[src/lpc_pkg.sv]
package lpc_pkg;

    // Fixed payload geometry of the block.
    localparam int CHANNELS    = 2;
    localparam int SAMPLE_BITS = 16;
    localparam int CFG_IDX_W   = 3;
    localparam int CFG_DATA_W  = 16;

    localparam int MAX_LOOKAHEAD_DEF = 512;

    // Number of squaring steps in the logarithm; one fraction bit each.
    localparam int LOG_ITERS = 16;
    localparam int ITER_W    = $clog2(LOG_ITERS);

    localparam logic signed [15:0] DB_FLOOR_Q88    = -16'sd30720;
    localparam logic signed [20:0] DB_PER_LOG2_Q16 = 21'sd394566;
    localparam logic signed [15:0] LOG2_PER_DB_Q16 = 16'sd10885;
    localparam logic        [16:0] K_SHIFT_LIMIT   = 17'd47;

    typedef logic signed [SAMPLE_BITS-1:0] t_sample;

    typedef enum logic [CFG_IDX_W-1:0] {
        CFG_THRESHOLD = 3'd0,
        CFG_SLOPE     = 3'd1,
        CFG_ATTACK    = 3'd2,
        CFG_RELEASE   = 3'd3,
        CFG_LOOKAHEAD = 3'd4
    } t_cfg_idx;

    typedef enum logic [3:0] {
        ST_IDLE,
        ST_LOAD,
        ST_SQR,
        ST_DB,
        ST_TGT,
        ST_SMOOTH,
        ST_EXPO,
        ST_MANT,
        ST_GAIN,
        ST_SCALE,
        ST_PUSH
    } t_state;

    typedef struct packed {
        logic accept;
        logic load;
        logic sqr;
        logic db;
        logic tgt;
        logic smooth;
        logic expo;
        logic mant;
        logic gain;
        logic scale;
        logic push;
    } t_cmd;

    typedef struct packed {
        logic frame_ready;
        logic out_free;
    } t_status;

    // 2^(k/16) in Q15 for k = 0 .. 16.
    function automatic logic [16:0] pow2_q15(input logic [4:0] k);
        logic [16:0] v;
        begin
            case (k)
                5'd0:    v = 17'd32768;
                5'd1:    v = 17'd34219;
                5'd2:    v = 17'd35734;
                5'd3:    v = 17'd37316;
                5'd4:    v = 17'd38968;
                5'd5:    v = 17'd40693;
                5'd6:    v = 17'd42495;
                5'd7:    v = 17'd44376;
                5'd8:    v = 17'd46341;
                5'd9:    v = 17'd48393;
                5'd10:   v = 17'd50535;
                5'd11:   v = 17'd52773;
                5'd12:   v = 17'd55109;
                5'd13:   v = 17'd57549;
                5'd14:   v = 17'd60097;
                5'd15:   v = 17'd62757;
                5'd16:   v = 17'd65536;
                default: v = 17'd65536;
            endcase
            return v;
        end
    endfunction

endpackage

[src/lpc_ctrl.sv]
module lpc_ctrl (
    input  logic             i_clk,
    input  logic             i_rst_n,
    input  logic             i_in_valid,
    input  lpc_pkg::t_status i_status,
    output logic             o_in_stall,
    output lpc_pkg::t_cmd    o_cmd
);
    lpc_pkg::t_state r_state, n_state;
    logic [lpc_pkg::ITER_W-1:0] r_iter, n_iter;

    always_ff @(posedge i_clk) begin
        if (!i_rst_n) begin
            r_state <= lpc_pkg::ST_IDLE;
            r_iter  <= '0;
        end else begin
            r_state <= n_state;
            r_iter  <= n_iter;
        end
    end

    always_comb begin
        n_state = r_state;
        n_iter  = r_iter;
        case (r_state)
            lpc_pkg::ST_IDLE: begin
                if (i_in_valid) begin
                    n_state = lpc_pkg::ST_LOAD;
                end
            end
            lpc_pkg::ST_LOAD: begin
                n_iter  = '0;
                n_state = i_status.frame_ready ? lpc_pkg::ST_SQR : lpc_pkg::ST_IDLE;
            end
            lpc_pkg::ST_SQR: begin
                n_iter = r_iter + 1'b1;
                if (r_iter == lpc_pkg::ITER_W'(lpc_pkg::LOG_ITERS - 1)) begin
                    n_state = lpc_pkg::ST_DB;
                end
            end
            lpc_pkg::ST_DB:     n_state = lpc_pkg::ST_TGT;
            lpc_pkg::ST_TGT:    n_state = lpc_pkg::ST_SMOOTH;
            lpc_pkg::ST_SMOOTH: n_state = lpc_pkg::ST_EXPO;
            lpc_pkg::ST_EXPO:   n_state = lpc_pkg::ST_MANT;
            lpc_pkg::ST_MANT:   n_state = lpc_pkg::ST_GAIN;
            lpc_pkg::ST_GAIN:   n_state = lpc_pkg::ST_SCALE;
            lpc_pkg::ST_SCALE:  n_state = lpc_pkg::ST_PUSH;
            lpc_pkg::ST_PUSH: begin
                if (i_status.out_free) begin
                    n_state = lpc_pkg::ST_IDLE;
                end
            end
            default: n_state = lpc_pkg::ST_IDLE;
        endcase
    end

    always_comb begin
        o_cmd      = '0;
        o_in_stall = 1'b1;
        case (r_state)
            lpc_pkg::ST_IDLE: begin
                o_in_stall   = 1'b0;
                o_cmd.accept = i_in_valid;
            end
            lpc_pkg::ST_LOAD:   o_cmd.load   = 1'b1;
            lpc_pkg::ST_SQR:    o_cmd.sqr    = 1'b1;
            lpc_pkg::ST_DB:     o_cmd.db     = 1'b1;
            lpc_pkg::ST_TGT:    o_cmd.tgt    = 1'b1;
            lpc_pkg::ST_SMOOTH: o_cmd.smooth = 1'b1;
            lpc_pkg::ST_EXPO:   o_cmd.expo   = 1'b1;
            lpc_pkg::ST_MANT:   o_cmd.mant   = 1'b1;
            lpc_pkg::ST_GAIN:   o_cmd.gain   = 1'b1;
            lpc_pkg::ST_SCALE:  o_cmd.scale  = 1'b1;
            lpc_pkg::ST_PUSH:   o_cmd.push   = i_status.out_free;
            default:            o_cmd        = '0;
        endcase
    end
endmodule

[config.mk]
export PLATFORM = sky130hd
export DESIGN_NAME = lpc_ctrl
export DESIGN_NICKNAME = d
export VERILOG_FILES = /design/src/lpc_pkg.sv /design/src/lpc_ctrl.sv
export SDC_FILE = /design/constraint.sdc
export NUM_CORES = 1
export LEC_CHECK = 0
export ABC_AREA = 1
export BUFFER_PORTS_ARGS = -buffer_cell sky130_fd_sc_hd__buf_2
export CORE_UTILIZATION = 30
export DETAILED_ROUTE_END_ITERATION = 16
export SYNTH_ARGS = -nofsm -noshare
export SYNTH_HDL_FRONTEND = slang
export SYNTH_SLANG_ARGS = --single-unit
[constraint.sdc]
create_clock -name i_clk -period 2.7 [get_ports i_clk]
set_input_delay 0.405 -clock i_clk [delete_from_list [all_inputs] [get_ports i_clk]]
set_output_delay 0.405 -clock i_clk [all_outputs]
set_load 0.01 [all_outputs]
==> run_results.csv, run 1 <==
group,metric,value,unit
clock_tree,cts_sinks,8,
finish,final_cell_count_no_fill,121,
clock_tree,cts_made_buffers,3,
synth,synth_top_family_by_area,"simple AND/OR/NAND/NOR gates",
power_and_ir_drop,ir_worst_vdd,306,uV
min_path,hold_class,"input pin to flip-flop",
setup_path,crit_path_max_fanout,5,
synth,ys_warn_count,0,
setup_path,r2r_start,"r_iter[0]$_SDFFE_PN0P_",
clock_tree,clk_latency,250,ps
clock_tree,clkTransAtPathRegs,50,ps
timing,setup_tns,0,ps
min_path,whs_path_depth,3,
timing,max_slew_margin,80.1,%
floorplan,core_area,1540,um2
timing,setup_viol,0,
synth,syn_area,502,um2
setup_path,cp-start-kind,"flip-flop",
floorplan,rows,14,
floorplan,dieArea,1840,um2
grt,antenna_found_initial,0,
floorplan,die_h,42.9,um
synth,syn_nets,92,
min_path,hold_end,"r_iter[0]$_SDFFE_PN0P_",
synth,synthSimpleGateAreaFrac,39.7,%
drt,drc,0,
drt,first_pass_iters,4,
floorplan,ioPinCount,17,
timing,hold_viol,0,
synth,synth_xor_xnor_area_share,0,%
setup_path,r2r_slack,1500,ps
setup_path,cp-end-kind,"output port",
timing,layout_min_cycle_time,1700,ps
timing,clock_skew,6.04,ps
synth,ys_ff_latch,8,
synth,synthAdderAreaFrac,2.49,%
placement,place_inst,118,
synth,yosysUniqueCellTypes,13,
grt,grt_pass1_wl,1880,um
floorplan,start_util,32.5,%
setup_path,worst_r2r_endpoint,"r_state[1]$_SDFFE_PN0P_",
clock_tree,postCtsHoldBufs,0,
power_and_ir_drop,p_per_area,742,nW/um2
setup_path,worst-r2r-cell-count,7,
floorplan,die_w,42.9,um
grt,gr-total-overflow,0,
finish,n_antenna_cell,0,
placement,dp_hpwl,896,um
clock_tree,cts.path.max_buffers,2,
grt,grt_max_degree,8,
synth,syn_inst,86,
run_status,outcome,"completed",
finish,final_layout_size_suffix_gt1_share,22.9,%
power_and_ir_drop,leakagePower,0.343,nW
clock_tree,clock-root-buffer,"clkbuf_4",
synth,synth.mux.area_fraction,0,%
drt,wl_per_cell,9.14,um
timing,rsz0062_at_grt,"no",
setup_path,arrival,1290,ps
setup_path,crit_required,2300,ps
synth,synth-compound-area-share,13.2,%
clock_tree,htree_levels,1,
drt,vias_per_cell,4.71,
finish,areaGrowthSynthToFinish,24.4,%
timing,holdWs,417,ps
synth,seq_area_frac_synth,31.9,%
clock_tree,cts_resized,0,
finish,finish.net_count,113,
drt,vias,570,
clock_tree,tritoncts,"yes",
placement,numPortBuffers,16,
placement,place_ws,1270,ps
clock_tree,post-cts-setup-buffers,0,
timing,worstMarginPinSlew,298,ps
drt,ant_nets,0,
timing,min_period_over_period,62.9,%
placement,gp_congestion,0.911,
drt,drt_iter0_drc,12,
drt,drt-total-wl,1110,um
grt,track_usage,13.5,%
job,maxCapViolCount,0,
synth,avgSynthCellArea,5.83,um2
grt,grt_pass1_vias,481,
timing,drv_slew,0,
min_path,hp-start,"i_rst_n",
timing,fin_ws,1000,ps
setup_path,critical_path_class,"flip-flop to output port",
timing,clock.fmax,589,MHz
state kept, by name (all words and copies together), names as in the netlist:
register	cells
r_iter	4
r_state	4
Yosys cell counts, drive strengths merged:
cell type | n | area (um2)
nand2 | 19 | 71.3
o21ai | 2 | 10.0
ha | 1 | 12.5
nand3 | 7 | 35.0
o211ai | 1 | 7.51
a31o | 1 | 8.76
dfxtp | 8 | 160
inv | 17 | 63.8
a21oi | 8 | 40.0
nor2 | 21 | 86.3
nand4 | 1 | 6.26
area by class of cell:
class / count / area (um2)
clock buffers: 3 / 22.5
fillers: 182 / 917
flip-flops and latches: 8 / 160
inverters: 17 / 63.8
well taps: 16 / 20.0
multi-input cells: 61 / 278
repair buffers: 16 / 80.1
cells by family after synthesis:
kind of cell,after synthesis
AND/OR/NAND/NOR,48
buffers and inverters,17
AO/OA/AOI/OAI,12
flip-flops,8
adder cells (fa/ha/maj),1
worst max-delay path by stage:
stage	from	end	slack [ps]	cells past startpoint
6_report	r_state[2]$_SDFFE_PN0P_	o_cmd[3]	1000	5
3_3_place_gp	r_state[2]$_SDFFE_PN0P_	o_cmd[3]	1230	5
4_1_cts	r_state[2]$_SDFFE_PN0P_	o_cmd[3]	990	5
3_5_place_dp	r_state[2]$_SDFFE_PN0P_	o_cmd[3]	1270	5
5_1_grt	r_state[2]$_SDFFE_PN0P_	o_cmd[3]	850	5
2_1_floorplan	r_state[2]$_SDFFE_PN0P_	o_cmd[5]	1430	4
metrics by stage:
stage                     cell area (um2)  util, %  power, mW
after floorplan                       502        -      0.315
after global placement                602     39.0      0.379
after detailed placement              602     39.0      0.379
after CTS                             624     40.5      0.473
after global routing                  624     40.5      0.506
final                                 624     40.5      0.463
placed cells by master (no fill, tap or decap):
cell type,n
o21ai_0,2
nand3_1,7
nand2_1,19
ha_1,1
o211ai_1,1
inv_2,1
nor2_2,3
inv_1,16
a31o_2,1
a21oi_1,8
clkbuf_4,3
dfxtp_1,8
nor2_1,18
buf_2,16
nand4_1,1
critical path: stages (launching register included):
cell	delay, ps
dfxtp_1	360
inv_1	80
nor2_1	250
inv_1	110
nor2_2	110
buf_2	140
power by group:
part	switching, mW	leakage, nW	internal (mW)
clock network	0.0374	0.0138	0.0506
logic	0.141	0.264	0.0756
registers	0.0215	0.0649	0.137
metal layers:
layer | share of wire [%] | track usage (%) | vias to the layer above
met5 | 0 | 0 | -
met4 | 0.36 | 7.50 | 0
met3 | 7.5 | 2.55 | 2
met2 | 46 | 21.5 | 18
met1 | 46 | 17.0 | 245
li1 | - | - | 305
Note: power is estimated with default switching activity, not from simulation.
==> run 2: changes to the inputs <==
Settings changed: ABC_AREA 1 to 0.
Clock period 2.7 ns to 1.39 ns, I/O delays scaled along.
==> run_results.csv, run 2 <==
group,metric,value,unit
setup_path,cpPeakStageDelay,530,ps
timing,setup_viol,8,
timing,hold_viol,0,
timing,worstMarginPinSlew,409,ps
power_and_ir_drop,swShare,36.6,%
setup_path,crit_path_max_fanout,5,
synth,syn_inst,76,
synth,ys_ff_latch,8,
grt,grt_pass1_vias,519,
setup_path,arrival,1310,ps
run_status,failed_checks,"negative setup slack",
min_path,hold_end,"r_iter[2]$_SDFFE_PN0P_",
power_and_ir_drop,ir_worst_vdd,502,uV
timing,clock_skew,4.67,ps
finish,final_common_cell,"buf_2",
synth,synth_top_area_share,27.4,%
drt,wl_per_cell,12.0,um
timing,drv_slew,0,
timing,layout_min_cycle_time,1510,ps
drt,first_pass_iters,4,
placement,place_ws,57.3,ps
floorplan,rows,15,
clock_tree,clkTransAtPathRegs,60,ps
floorplan,die_w,46.1,um
setup_path,cp_cell_sequence,"or4b_4 > inv_2 > buf_6",
drt,drc,0,
grt,grt_max_degree,11,
clock_tree,cts.path.max_buffers,2,
drt,ant_nets,0,
timing,rsz0062_at_grt,"yes",
floorplan,die_h,46.1,um
synth,avgSynthCellArea,7.69,um2
setup_path,r2r_slack,-60,ps
min_path,hp-start,"i_rst_n",
run_status,outcome,"finished with violations",
synth,synthTopCellsByArea,"dfxtp_1 27%, nand2b_1 5.4%, nor3_1 5.1%, and3_1 4.3%, inv_1 3.2%",
finish,areaGrowthSynthToFinish,44.1,%
power_and_ir_drop,leakagePower,0.376,nW
synth,yosysMostFrequentCell,"dfxtp_1",
power_and_ir_drop,p_per_area,976,nW/um2
timing,fin_ws,-124,ps
synth,seq_area_frac_synth,27.4,%
setup_path,critPathSlowestCell,"or4b_4",
power_and_ir_drop,p_seq_share,33.2,%
drt,vias,620,
min_path,whs_path_depth,2,
min_path,hold_class,"input pin to flip-flop",
job,maxCapViolCount,0,
setup_path,cp-start-kind,"flip-flop",
finish,largestRegisters,"r_iter: 4 flops, r_state: 4 flops",
synth,synthFlopType,"dfxtp_1",
clock_tree,tritoncts,"yes",
synth,yosysTopAreaCell,"dfxtp_1",
floorplan,core_area,1780,um2
synth,synthTopCellsByCount,"8 x dfxtp_1, 6 x nor3_1",
synth,ys_warn_count,0,
power_and_ir_drop,p_int,0.521,mW
placement,place_area,716,um2
synth,syn_area,584,um2
floorplan,start_util,32.8,%
finish,n_antenna_cell,0,
synth,yosysUniqueCellTypes,36,
timing,min_period_over_period,109,%
placement,gp_congestion,0.766,
timing,max_slew_margin,72.4,%
synth,synthArstFlopShare,0,%
finish,final_cell_count_no_fill,124,
synth,synth-edff-count,0,
synth,syn_nets,82,
clock_tree,clock-root-buffer,"clkbuf_4",
grt,antenna_found_initial,0,
clock_tree,cts_sinks,8,
timing,clock.fmax,661,MHz
floorplan,ioPinCount,17,
placement,place_inst,118,
grt,gr-total-overflow,0,
clock_tree,cts_made_buffers,3,
finish,n_fill_cell,172,
drt,drt_iter0_drc,13,
power_and_ir_drop,clkPwrFrac,22.6,%
power_and_ir_drop,comb_power_share,44.1,%
placement,dp_hpwl,1020,um
clock_tree,postCtsHoldBufs,0,
power_and_ir_drop,power.switching,0.300,mW
setup_path,critical_path_class,"flip-flop to output port",
placement,numPortBuffers,16,
finish,final_layout_size_suffix_gt1_share,47.5,%
finish,layout_common_cells,"15 x buf_2, 8 x buf_4, 5 x nand2_1, 5 x dfxtp_1",
drt,drt-total-wl,1480,um
setup_path,worst-r2r-cell-count,5,
finish,fin_area,842,um2
setup_path,crit_required,1180,ps
setup_path,cp-end-kind,"output port",
clock_tree,clk_latency,260,ps
grt,grt_pass1_wl,2420,um
floorplan,dieArea,2130,um2
clock_tree,htree_levels,1,
finish,finish.net_count,107,
drt,vias_per_cell,5.00,
grt,track_usage,16.8,%
setup_path,worst_r2r_endpoint,"r_iter[3]$_SDFFE_PN0P_",
setup_path,r2r_start,"r_state[2]$_SDFFE_PN0P_",
-- run 2: cell types whose count changed after synthesis, sizes merged, moves of 2 or more --
cell    delta
nand2     -14
a22oi      +2
nor4       +3
nor2b      +2
buf        +4
clkbuf     +3
nand3      -6
and3       +4
a21oi      -6
nor2      -16
inv       -12
o21ai      +2
nand2b     +5
nor3       +6
-- run 2: kinds of logic (layout without fill, tap and decap cells) --
family / after synthesis / count (layout) / share of synthesized area [%]
simple gates: 35 / 35 / 34.7
flops: 8 / 8 / 27.4
fa+ha+maj: 1 / 1 / 2.14
buf+inv: 12 / 35 / 10.1
compound gates: 19 / 19 / 24.2
xor+xnor: 1 / 1 / 1.50
-- run 2: how the worst max path moves through the flow --
stage / startpoint / endpoint / slack, ps / depth (start not counted)
finish: r_state[2]$_SDFFE_PN0P_ / o_cmd[8] / -120 / 3
global route: r_state[3]$_SDFFE_PN0P_ / o_cmd[8] / -170 / 3
CTS: r_state[3]$_SDFFE_PN0P_ / o_cmd[8] / -120 / 3
detailed placement: r_state[3]$_SDFFE_PN0P_ / r_state[3]$_SDFFE_PN0P_ / 60 / 3
global placement: r_state[3]$_SDFFE_PN0P_ / r_state[1]$_SDFFE_PN0P_ / 80 / 5
floorplan: r_state[0]$_SDFFE_PN0P_ / r_state[3]$_SDFFE_PN0P_ / 100 / 4
-- run 2: through the flow --
| step | util [%] | setup TNS [ps] | power (mW) | hold WS (ps) |
|---|---|---|---|---|
| floorplan | - | 0 | 0.476 | 442 |
| global placement | 40.1 | 0 | 0.566 | 494 |
| detailed placement | 40.1 | 0 | 0.569 | 508 |
| CTS | 45.1 | -272 | 0.797 | 265 |
| global route | 47.2 | -947 | 0.875 | 269 |
| finish | 47.2 | -270 | 0.821 | 273 |
-- run 2: timing repair --
action / CTS / global route
pin swaps: 2 / 0
setup endpoints to repair: 11 / 16
buffers inserted: 2 / 1
endpoints found under the hold margin: 0 / 0
resized for setup: 15 / 7
-- run 2: layout make-up --
type	count	area (um2)	share of cell area [%]
Multi-Input combinational cell	56	420	49.9
Timing Repair Buffer	27	180	21.4
Sequential cell	8	169	20.1
Tap cell	25	31.3	3.71
Clock buffer	3	22.5	2.67
Inverter	5	18.8	2.23
-- run 2: worst max-delay path: cells and delay by family, from the launching register on --
kind          cells  cell delay, ps
flops             1             350
simple gates      1             530
buf+inv           2             160
-- run 2: power groups by stage --
stage / combinational [mW] / clock (mW) / sequential, mW
after detailed placement: 0.297 / 0 / 0.273
after global routing: 0.398 / 0.201 / 0.276
after CTS: 0.336 / 0.191 / 0.270
after floorplan: 0.214 / 0 / 0.262
after global placement: 0.292 / 0 / 0.274
final: 0.363 / 0.186 / 0.273
-- run 2: layer usage --
metal	GRT usage (%)	up-vias	part of all wire, %
li1	-	321	-
met1	22.6	280	51
met2	23.1	17	43
met3	4.71	2	3.8
met4	10.6	0	1.3
met5	0	-	0
==> run 3: changes to the inputs <==
Settings changed: ABC_AREA 0 to 1.
==> run_results.csv, run 3 (synthesis gave the netlist of run 1 again) <==
group,metric,value,unit
run_status,outcome,"completed",
setup_path,r2r_start,"r_state[3]$_SDFFE_PN0P_",
placement,place_area,609,um2
clock_tree,cts_made_buffers,3,
clock_tree,cts_sinks,8,
grt,grt_pass1_vias,522,
min_path,hp-start,"i_rst_n",
floorplan,core_area,1540,um2
power_and_ir_drop,leakagePower,0.366,nW
grt,grt_max_degree,7,
timing,rsz0062_at_grt,"yes",
setup_path,crit_required,1180,ps
finish,final_common_cell,"nand2_1",
finish,n_antenna_cell,0,
drt,first_pass_iters,4,
grt,gr-total-overflow,0,
clock_tree,clock-root-buffer,"clkbuf_4",
finish,final_layout_size_suffix_gt1_share,33.9,%
finish,layout_common_cells,"19 x nand2_1, 16 x buf_2, 15 x inv_1, 14 x nor2_1, 8 x a21oi_1",
floorplan,die_w,42.9,um
setup_path,critical_path_class,"flip-flop to output port",
finish,n_fill_cell,177,
finish,largestRegisters,"r_iter: 4 flops, r_state: 4 flops",
floorplan,die_h,42.9,um
placement,dp_hpwl,939,um
drt,wl_per_cell,10.0,um
floorplan,rows,14,
timing,max_slew_margin,86.8,%
setup_path,arrival,1140,ps
timing,worstMarginPinSlew,197,ps
floorplan,start_util,32.5,%
clock_tree,clkTransAtPathRegs,50,ps
drt,drc,0,
power_and_ir_drop,p_per_area,1420,nW/um2
setup_path,worst_r2r_endpoint,"r_iter[3]$_SDFFE_PN0P_",
setup_path,cp-start-kind,"flip-flop",
setup_path,worst-r2r-cell-count,7,
timing,min_period_over_period,97.2,%
grt,grt_pass1_wl,2100,um
job,maxCapViolCount,0,
drt,drt_iter0_drc,17,
finish,areaGrowthSynthToFinish,36.7,%
timing,drv_slew,0,
grt,track_usage,15.6,%
floorplan,ioPinCount,17,
min_path,whs_path_depth,3,
timing,holdWs,225,ps
drt,ant_nets,0,
clock_tree,postCtsHoldBufs,0,
power_and_ir_drop,ir_worst_vdd,528,uV
finish,fin_area,686,um2
floorplan,dieArea,1840,um2
drt,drt-total-wl,1250,um
finish,finish.net_count,117,
min_path,hold_class,"input pin to flip-flop",
finish,final_cell_count_no_fill,125,
clock_tree,htree_levels,1,
placement,gp_congestion,0.902,
setup_path,cp-end-kind,"output port",
power_and_ir_drop,total_power,0.975,mW
placement,place_inst,119,
placement,numPortBuffers,16,
finish,multiInputGateArea,293,um2
timing,clock.fmax,740,MHz
grt,antenna_found_initial,0,
clock_tree,cts.path.max_buffers,2,
timing,clock_skew,1.57,ps
clock_tree,tritoncts,"yes",
setup_path,crit_path_max_fanout,5,
timing,setup_viol,0,
drt,vias_per_cell,4.86,
clock_tree,clk_latency,250,ps
drt,vias,607,
setup_path,r2r_slack,140,ps
min_path,hold_end,"r_iter[0]$_SDFFE_PN0P_",
finish,regArea,170,um2
timing,layout_min_cycle_time,1350,ps
timing,setup_tns,0,ps
timing,hold_viol,0,
## run 3: cell types whose count changed in the layout (fill, tap and decap cells not counted), sizes merged, moves of 4 or more
cell	previous run	this run
and3	4	0
nand3	1	7
nor2	5	21
a21oi	2	8
nor3	6	0
buf	27	20
inv	5	17
nand2	5	19
nand2b	5	0
## run 3: where the power goes
part | total, mW | internal [mW] | switching [mW]
logic | 0.477 | 0.182 | 0.295
clock network | 0.176 | 0.0987 | 0.0772
registers | 0.321 | 0.275 | 0.0462
total | 0.975 | 0.556 | 0.418
## run 3: final cells by class
class | count | share of cell area [%]
clock buffers | 3 | 3.28
flip-flops and latches | 8 | 24.8
repair buffers | 20 | 16.6
well taps | 16 | 2.92
inverters | 17 | 9.67
multi-input cells | 61 | 42.7
## run 3: per-layer routing
metal	share of wire (%)	global-route usage [%]	up-vias
li1	-	-	314
met1	45	19.3	273
met2	48	23.9	18
met3	5.7	2.55	2
met4	0.96	11.3	0
met5	0	0	-
## run 3: worst max path at each step
stage                            start                     end  slack [ps]  cells past startpoint
5_1_grt        r_state[2]$_SDFFE_PN0P_                o_cmd[3]         -50                      5
4_1_cts        r_state[2]$_SDFFE_PN0P_                o_cmd[3]        -0.8                      5
2_1_floorplan  r_state[0]$_SDFFE_PN0P_  r_iter[3]$_SDFFE_PN0P_         260                      7
3_5_place_dp   r_state[2]$_SDFFE_PN0P_                o_cmd[3]         120                      5
3_3_place_gp   r_state[2]$_SDFFE_PN0P_                o_cmd[5]         120                      5
6_report       r_state[0]$_SDFFE_PN0P_                o_cmd[9]          40                      5
## run 3: metrics by stage
step / worst slack [ps] / util (%)
finish: 39.5 / 44.5
global route: -45.9 / 44.5
CTS: -0.758 / 42.5
detailed placement: 124 / 39.5
global placement: 120 / 39.5
floorplan: 257 / -
## run 3: timing repair
item / CTS / global route
setup endpoints to repair: 7 / 11
pin swaps: 0 / 2
setup buffers: 1 / 2
gates resized for setup: 6 / 8
## run 3: critical path, cell delays in order (launching register included)
cell and delay (ps):
dfxtp_4 360, inv_1 50, nor2_1 130, inv_1 80, nor2_2 120, buf_2 150
